File: src/sv/assert_macros.svh
// Assertion macros shared by the RTL of the ordered insert queue.
// Expects clk and rst_n to be in scope where a macro is used.
`ifndef ASSERT_MACROS_SVH
`define ASSERT_MACROS_SVH
`ifndef NO_ASSERTIONS
// same-cycle implication
`define ASSERT_IMP(lbl, ante, cons) \
    lbl: assert property (@(posedge clk) disable iff (!rst_n) (ante) |-> (cons)) \
        else $error("same-cycle check failed");
// next-cycle implication
`define ASSERT_NXT(lbl, ante, cons) \
    lbl: assert property (@(posedge clk) disable iff (!rst_n) (ante) |=> (cons)) \
        else $error("next-cycle check failed");
`else
`define ASSERT_IMP(lbl, ante, cons)
`define ASSERT_NXT(lbl, ante, cons)
`endif
`endif

File: src/sv/oiq_pkg.sv
// Package of the ordered insert queue: sizes, field types and codes.
// No dependencies.
package oiq_pkg;

    localparam int CAPACITY    = 16;
    localparam int VALUE_WIDTH = 64;
    localparam int ITEM_W      = 64;
    localparam int IDX_W       = $clog2(CAPACITY);
    localparam int CNT_W       = $clog2(CAPACITY + 1);

    typedef logic [VALUE_WIDTH-1:0] value_t;
    typedef logic [ITEM_W-1:0]      item_t;
    typedef logic [CNT_W-1:0]       count_t;
    typedef logic [IDX_W-1:0]       index_t;
    typedef logic [1:0]             command_t;
    typedef logic [1:0]             status_t;

    localparam command_t CMD_INSERT = 2'd0;
    localparam command_t CMD_REMOVE = 2'd1;
    localparam command_t CMD_CLEAR  = 2'd2;

    localparam status_t STATUS_OK    = 2'd0;
    localparam status_t STATUS_FULL  = 2'd1;
    localparam status_t STATUS_EMPTY = 2'd2;

endpackage

File: src/sv/oiq_channels.sv
// Valid/ready channel interfaces of the ordered insert queue.
// Depends on oiq_pkg.
interface oiq_in_if;
    import oiq_pkg::*;

    logic     valid;
    logic     ready;
    command_t command;
    item_t    item_value;

    modport source (output valid, output command, output item_value, input ready);
    modport sink   (input valid, input command, input item_value, output ready);
endinterface

interface oiq_out_if;
    import oiq_pkg::*;

    logic    valid;
    logic    ready;
    item_t   out_value;
    logic    out_valid;
    status_t status;
    count_t  occupancy_count;
    logic    is_empty;

    modport source (output valid, output out_value, output out_valid, output status,
                    output occupancy_count, output is_empty, input ready);
    modport sink   (input valid, input out_value, input out_valid, input status,
                    input occupancy_count, input is_empty, output ready);
endinterface

File: src/sv/ordered_insert_queue.sv
// Bounded queue of CAPACITY values with FIFO and ascending-ordered modes.
// Commands arrive on a valid/ready channel, one result per command leaves on
// another. Depends on oiq_pkg, oiq_channels and assert_macros.svh.
//
// Entries live in a single-port-read, single-port-write memory with a
// registered read; a small sequencer walks it one entry at a time, each
// step a memory read followed by compare or write-back, and the input is
// not ready meanwhile. Clear, an unused command, an insert into a full
// queue and a remove on an empty queue go straight to the result. A FIFO
// insert writes the value at the tail. An ordered insert compares entries
// from the front, then moves the larger-or-equal ones back one place from
// the tail and writes the value. A remove reads the head and moves each
// remaining entry forward one place. The result register loads as the
// sequencer returns to idle; if an earlier result has not been taken yet,
// the sequencer stalls until it is. A finished result waits in the output
// register while the next command is taken.
module ordered_insert_queue (
    input  logic                 clk,
    input  logic                 rst_n,
    input  logic                 cfg_we,
    input  logic                 cfg_wdata,
    oiq_in_if.sink               in_ch,
    oiq_out_if.source            out_ch
);
    import oiq_pkg::*;

`include "assert_macros.svh"

    typedef enum logic [3:0] {
        ST_IDLE,
        ST_SCAN_RD,
        ST_SCAN_CMP,
        ST_SHIFT_RD,
        ST_SHIFT_WR,
        ST_PUT,
        ST_REM_HEAD_RD,
        ST_REM_HEAD,
        ST_REM_RD,
        ST_REM_WR,
        ST_DONE
    } state_t;

    state_t  state_reg;
    count_t  count_reg;
    logic    mode_reg;
    count_t  idx_reg;
    index_t  pos_reg;
    value_t  val_reg;

    value_t  res_value_reg;
    logic    res_valid_reg;
    status_t res_status_reg;

    logic    ovalid_reg;
    value_t  oval_reg;
    logic    ovflag_reg;
    status_t ostatus_reg;
    count_t  ocount_reg;

    value_t  mem [CAPACITY];
    value_t  rd_data_reg;
    logic    mem_we;
    index_t  mem_waddr;
    value_t  mem_wdata;
    index_t  rd_addr;

    index_t  idx_lo;
    index_t  idx_m1;
    count_t  idx_p1;
    logic    in_xfer;
    logic    res_load;

    assign idx_lo   = idx_reg[IDX_W-1:0];
    assign idx_m1   = idx_lo - index_t'(1);
    assign idx_p1   = idx_reg + count_t'(1);
    assign in_xfer  = in_ch.valid && in_ch.ready;
    // result register is free or being emptied this cycle
    assign res_load = (state_reg == ST_DONE) && (!ovalid_reg || out_ch.ready);

    assign in_ch.ready            = (state_reg == ST_IDLE);
    assign out_ch.valid           = ovalid_reg;
    assign out_ch.out_value       = ITEM_W'(oval_reg);
    assign out_ch.out_valid       = ovflag_reg;
    assign out_ch.status          = ostatus_reg;
    assign out_ch.occupancy_count = ocount_reg;
    assign out_ch.is_empty        = (ocount_reg == '0);

    // memory port control
    always_comb
    begin
        mem_we    = 1'b0;
        mem_waddr = idx_lo;
        mem_wdata = rd_data_reg;
        rd_addr   = idx_lo;
        unique case (state_reg)
            ST_SHIFT_RD: rd_addr = idx_m1;
            ST_SHIFT_WR: mem_we = 1'b1;
            ST_PUT:
            begin
                mem_we    = 1'b1;
                mem_waddr = pos_reg;
                mem_wdata = val_reg;
            end
            ST_REM_WR:
            begin
                mem_we    = 1'b1;
                mem_waddr = idx_m1;
            end
            default: ;
        endcase
    end

    always_ff @(posedge clk)
    begin
        if (mem_we)
            mem[mem_waddr] <= mem_wdata;
        rd_data_reg <= mem[rd_addr];
    end

    always_ff @(posedge clk or negedge rst_n)
    begin
        if (!rst_n)
        begin
            state_reg  <= ST_IDLE;
            count_reg  <= '0;
            mode_reg   <= 1'b0;
            ovalid_reg <= 1'b0;
        end
        else
        begin
            if (cfg_we)
                mode_reg <= cfg_wdata;
            if (res_load)
                ovalid_reg <= 1'b1;
            else if (out_ch.ready)
                ovalid_reg <= 1'b0;

            unique case (state_reg)
                ST_IDLE:
                begin
                    if (in_xfer)
                    begin
                        val_reg       <= in_ch.item_value[VALUE_WIDTH-1:0];
                        res_value_reg <= '0;
                        res_valid_reg <= 1'b0;
                        unique case (in_ch.command)
                            CMD_INSERT:
                            begin
                                if (count_reg == count_t'(CAPACITY))
                                begin
                                    res_status_reg <= STATUS_FULL;
                                    state_reg      <= ST_DONE;
                                end
                                else if (mode_reg && count_reg != '0)
                                begin
                                    res_status_reg <= STATUS_OK;
                                    idx_reg        <= '0;
                                    state_reg      <= ST_SCAN_RD;
                                end
                                else
                                begin
                                    res_status_reg <= STATUS_OK;
                                    pos_reg        <= count_reg[IDX_W-1:0];
                                    idx_reg        <= count_reg;
                                    state_reg      <= ST_SHIFT_RD;
                                end
                            end
                            CMD_REMOVE:
                            begin
                                if (count_reg == '0)
                                begin
                                    res_status_reg <= STATUS_EMPTY;
                                    state_reg      <= ST_DONE;
                                end
                                else
                                begin
                                    res_status_reg <= STATUS_OK;
                                    idx_reg        <= '0;
                                    state_reg      <= ST_REM_HEAD_RD;
                                end
                            end
                            CMD_CLEAR:
                            begin
                                res_status_reg <= STATUS_OK;
                                count_reg      <= '0;
                                state_reg      <= ST_DONE;
                            end
                            default:
                            begin
                                res_status_reg <= STATUS_OK;
                                state_reg      <= ST_DONE;
                            end
                        endcase
                    end
                end
                ST_SCAN_RD: state_reg <= ST_SCAN_CMP;
                ST_SCAN_CMP:
                begin
                    // first entry not smaller wins, so the new value goes ahead of equal values
                    if (rd_data_reg >= val_reg)
                    begin
                        pos_reg   <= idx_lo;
                        idx_reg   <= count_reg;
                        state_reg <= ST_SHIFT_RD;
                    end
                    else if (idx_p1 == count_reg)
                    begin
                        pos_reg   <= count_reg[IDX_W-1:0];
                        idx_reg   <= count_reg;
                        state_reg <= ST_SHIFT_RD;
                    end
                    else
                    begin
                        idx_reg   <= idx_p1;
                        state_reg <= ST_SCAN_RD;
                    end
                end
                ST_SHIFT_RD:
                begin
                    if (idx_lo == pos_reg)
                        state_reg <= ST_PUT;
                    else
                        state_reg <= ST_SHIFT_WR;
                end
                ST_SHIFT_WR:
                begin
                    idx_reg   <= idx_reg - count_t'(1);
                    state_reg <= ST_SHIFT_RD;
                end
                ST_PUT:
                begin
                    count_reg <= count_reg + count_t'(1);
                    state_reg <= ST_DONE;
                end
                ST_REM_HEAD_RD: state_reg <= ST_REM_HEAD;
                ST_REM_HEAD:
                begin
                    res_value_reg <= rd_data_reg;
                    res_valid_reg <= 1'b1;
                    idx_reg       <= count_t'(1);
                    state_reg     <= ST_REM_RD;
                end
                ST_REM_RD:
                begin
                    if (idx_reg == count_reg)
                    begin
                        count_reg <= count_reg - count_t'(1);
                        state_reg <= ST_DONE;
                    end
                    else
                        state_reg <= ST_REM_WR;
                end
                ST_REM_WR:
                begin
                    idx_reg   <= idx_p1;
                    state_reg <= ST_REM_RD;
                end
                ST_DONE:
                begin
                    // hold until the previous result has been taken
                    if (res_load)
                    begin
                        oval_reg    <= res_value_reg;
                        ovflag_reg  <= res_valid_reg;
                        ostatus_reg <= res_status_reg;
                        ocount_reg  <= count_reg;
                        state_reg   <= ST_IDLE;
                    end
                end
                default: state_reg <= ST_IDLE;
            endcase
        end
    end

    `ASSERT_IMP(a_count_bound, 1'b1, count_reg <= count_t'(CAPACITY))
    `ASSERT_IMP(a_removed_ok, ovalid_reg && ovflag_reg, ostatus_reg == STATUS_OK)
    `ASSERT_NXT(a_full_drop,
                in_xfer && in_ch.command == CMD_INSERT && count_reg == count_t'(CAPACITY),
                $stable(count_reg))
    `ASSERT_IMP(a_empty_no_remove, ovalid_reg && ostatus_reg == STATUS_EMPTY, !ovflag_reg && ocount_reg == '0)

endmodule
File: src/flat_wrapper.sv
// flat-port wrapper written by rule: the top's interface ports become plain ports
module ordered_insert_queue_flat import oiq_pkg::*;
  (clk, rst_n, cfg_we, cfg_wdata, in_ch_valid, in_ch_command, in_ch_item_value, in_ch_ready, out_ch_valid, out_ch_out_value, out_ch_out_valid, out_ch_status, out_ch_occupancy_count, out_ch_is_empty, out_ch_ready);
  oiq_in_if in_ch_i ();
  oiq_out_if out_ch_i ();
  input  logic clk;
  input  logic rst_n;
  input  logic cfg_we;
  input  logic cfg_wdata;
  input wire logic [$bits(in_ch_i.valid)-1:0] in_ch_valid;
  input wire logic [$bits(in_ch_i.command)-1:0] in_ch_command;
  input wire logic [$bits(in_ch_i.item_value)-1:0] in_ch_item_value;
  output wire logic [$bits(in_ch_i.ready)-1:0] in_ch_ready;
  output wire logic [$bits(out_ch_i.valid)-1:0] out_ch_valid;
  output wire logic [$bits(out_ch_i.out_value)-1:0] out_ch_out_value;
  output wire logic [$bits(out_ch_i.out_valid)-1:0] out_ch_out_valid;
  output wire logic [$bits(out_ch_i.status)-1:0] out_ch_status;
  output wire logic [$bits(out_ch_i.occupancy_count)-1:0] out_ch_occupancy_count;
  output wire logic [$bits(out_ch_i.is_empty)-1:0] out_ch_is_empty;
  input wire logic [$bits(out_ch_i.ready)-1:0] out_ch_ready;
  assign in_ch_i.valid = in_ch_valid;
  assign in_ch_i.command = in_ch_command;
  assign in_ch_i.item_value = in_ch_item_value;
  assign in_ch_ready = in_ch_i.ready;
  assign out_ch_valid = out_ch_i.valid;
  assign out_ch_out_value = out_ch_i.out_value;
  assign out_ch_out_valid = out_ch_i.out_valid;
  assign out_ch_status = out_ch_i.status;
  assign out_ch_occupancy_count = out_ch_i.occupancy_count;
  assign out_ch_is_empty = out_ch_i.is_empty;
  assign out_ch_i.ready = out_ch_ready;
  ordered_insert_queue u_core (.clk(clk), .rst_n(rst_n), .cfg_we(cfg_we), .cfg_wdata(cfg_wdata), .in_ch(in_ch_i), .out_ch(out_ch_i));
endmodule
File: config.mk
export PLATFORM = sky130hd
export DESIGN_NAME = ordered_insert_queue_flat
export DESIGN_NICKNAME = d
export VERILOG_FILES = /design/src/sv/oiq_pkg.sv /design/src/sv/oiq_channels.sv /design/src/sv/ordered_insert_queue.sv /design/src/flat_wrapper.sv
export VERILOG_INCLUDE_DIRS = /design/src /design/src/sv
export SDC_FILE = /design/constraint.sdc
export NUM_CORES = 2
export LEC_CHECK = 0
export BUFFER_PORTS_ARGS = -buffer_cell sky130_fd_sc_hd__clkbuf_2
export CORE_MARGIN = 3
export CORE_UTILIZATION = 50
export CTS_BUF_LIST = sky130_fd_sc_hd__clkbuf_2
export DETAILED_ROUTE_END_ITERATION = 16
export PLACE_DENSITY_LB_ADDON = 0.15
export SLEW_MARGIN = 20
export SYNTH_ARGS = -nofsm -noshare
export SYNTH_HDL_FRONTEND = slang
export SYNTH_SLANG_ARGS = --single-unit
export TNS_END_PERCENT = 1
File: constraint.sdc
create_clock -name clk -period 7.75 [get_ports clk]
set_input_delay 0.775 -clock clk [delete_from_list [all_inputs] [get_ports clk]]
set_output_delay 0.775 -clock clk [all_outputs]
set_load 0.05 [all_outputs]
==> summary.txt <==
Status -> completed
Async SR Flop Fraction -> 0.839%
Number of max-cap violations -> 0
Post-Synth Simple-Gate Area -> 2.93%
Final ANT Viol Nets -> 0
RSZ-0062 raised after global routing -> no
Gate Count Post-Synth -> 2385
Initial antenna violation count -> 6
Routed len/inst -> 25.4 µm
CTS tree -> yes
DRC -> 0
Pre-CTS setup slack -> 3.28 ns
Cell total after placement -> 3802
RePlAce Congestion -> 0.832
Most frequent cells in the layout -> edfxtp_1 (1236), clkbuf_2 (636), mux4_2 (320)
Worst path required time -> 8.80 ns
Largest register by flop count -> u_core.mem
Vias in the first global route -> 27701
Syn Nets -> 2527
Die width -> 323 µm
Post-cts sizing count -> 0
Cell Pwr Density -> 368 nW/µm²
Final hold vios -> 0
CTS Hold Bufs -> 140
Most common cell after layout, fill and taps aside -> edfxtp_1
GRT overflow -> 0
Synth unique cells -> 58
Setup crit end kind -> flip-flop
Critical path arrival -> 5.62 ns
Max clock buf depth -> 4
Total power -> 21.2 mW
Fillers -> 7544
Post-layout nets -> 3143
Max-Slew Margin vs Limit -> 24.6%
Adder-cell area share of the yosys netlist -> 1.76%
Initial DRC Count -> 2619
CTS clk-pin slew, worst paths -> 0.10 ns
Max reg flops -> 1024
Maximum resistive drop on vdd -> 0.000347 V
IO Port Bufs -> 146
Seq cells post-synth -> 1311
Setup Crit Path Kind -> reg2reg
First drt pass iteration count -> 6
Post-Syn Area -> 50300 µm²
Area share of the largest cell type after synthesis -> 73.8%
Gr usage total -> 22.7%
Fin. max-slew vios -> 0
Worst slew pin tran -> 1.12 ns
Hold WC Path Type -> in2reg
Num ports -> 147
Sequential area share after synthesis -> 76.9%
CTS sink count -> 1311
Starting Density -> 50.8%
Non-filler cells, final -> 4549
Largest family of logic cells by synthesized area -> multiplexers
XOR/XNOR Fraction of Synth Area -> 0.381%
Area grow syn2layout -> 14.7%
Die footprint -> 104000 µm²
Synth area leader -> edfxtp_1
Final worst path period share -> 59.0%
Post-layout min period -> 4.58 ns
Root Driver -> clkbuf_2
Ranking of synthesized cells by area -> edfxtp_1 (74%), mux4_2 (14%), dfxtp_1 (2.5%)
Clock Skew -> 0.150 ns
Syn_area_per_cell -> 21.1 µm²
Crit path max fanout -> 46
Post-CTS Setup Inserts -> 0
First-pass GRT wire length -> 173 mm
Top FF cell, synth -> edfxtp_1
Multi-input logic area -> 11100 µm²
Rows -> 115
Setup violations, final -> 0
Cts bufs inserted -> 341
Synth warn -> 0
Post-synth EDFFs -> 1236
DP Wirelength -> 62.5 mm
Clk Latency, worst-skew pair -> 1.55 ns
Critical Path Source Type -> flip-flop
WHS -> 0.230 ns
Vias per inst -> 5.73
Core area -> 99000 µm²
Aggregate routed wire length -> 115 mm
Max Freq -> 0.219 GHz
Pin count of the biggest net entering global routing -> 134
Die H -> 323 µm
Final WS setup -> 3.17 ns
CTS H-tree depth -> 5
Mux cell area share after synthesis -> 14.5%
Pleak -> 19.9 nW
FF/Latch Area -> 38700 µm²
Proportion of layout cells with a drive suffix above 1 -> 34.4%
Vias -> 26053
Compound-gate portion of the synthesized area -> 2.08%
Final TNS setup -> 0 ns
[Yosys cell counts, drive strengths merged (17+ instances only)]
cell type,number
clkbuf,59
inv,75
ha,69
edfxtp,1236
o21ai,91
dfxtp,64
and2,65
mux4,320
a21oi,41
nand2,104
nor2,41
nand3,17
buf,48
[stage by stage]
step | utilization (%) | cell area [µm²]
finish | 58.2 | 57700
global route | 58.2 | 57600
CTS | 58.1 | 57500
detailed placement | 53.7 | 53200
global placement | 53.6 | 53100
floorplan | - | 50300
[path summary, 6_finish.rpt]
path | from | to | slack, ns | cells past startpoint
setup / recovery | u_core.state_reg[0] | u_core.mem[12][29] | 3.17 | 8
hold / removal | out_ch_ready | u_core.out_ch.valid | 0.23 | 4
setup reg to reg | u_core.state_reg[0] | u_core.mem[12][29] | 3.17 | 8
hold reg to reg | u_core.res_value_reg[60] | u_core.out_ch.out_value[60] | 0.40 | 0
max in group asynchronous | rst_n | u_core.count_reg[0] | 6.86 | 3
min in group asynchronous | rst_n | u_core.state_reg[1] | 0.46 | 3
[critical path, stage by stage (launching register included)]
cell and delay, ns:
dfrtp_1 0.68, nor2b_1 0.38, nand2b_4 0.36, nand2_1 0.27, o21ai_0 0.13, a21oi_1 0.31, nand2_1 0.31, nor2_4 0.89
buf_4 0.80
[layout make-up]
class	count	area share (%)
tap	1287	2.79
sequential	1311	67.1
clock inverter	105	0.909
multi-input combinational	892	19.3
timing repair buffer	380	5.16
inverter	75	0.488
clock buffer	490	4.25
antenna	9	0.0391
[per-layer routing]
metal	vias to the layer above	global-route usage [%]	share of wire, %
li1	11236	-	-
met1	13510	31.9	42
met2	1115	36.5	49
met3	192	4.20	6.8
met4	0	7.47	1.9
met5	-	0	0
[power by group]
group	internal [mW]	total, mW	switching [mW]	leakage [nW]
registers	9.29	9.72	0.422	11.8
logic	3.13	6.99	3.87	5.82
clock network	1.83	4.49	2.66	2.29
total	14.2	21.2	6.96	19.9
[cells by family after synthesis]
group                      after synthesis
and+or+nand+nor                        294
muxes                                  327
DFF                                   1311
AOI/OAI and AO/OA                      180
buffers and inverters                  182
xor gates and xnor gates                21
adders and majority gates               70
Note: power is estimated with default switching activity, not from simulation.
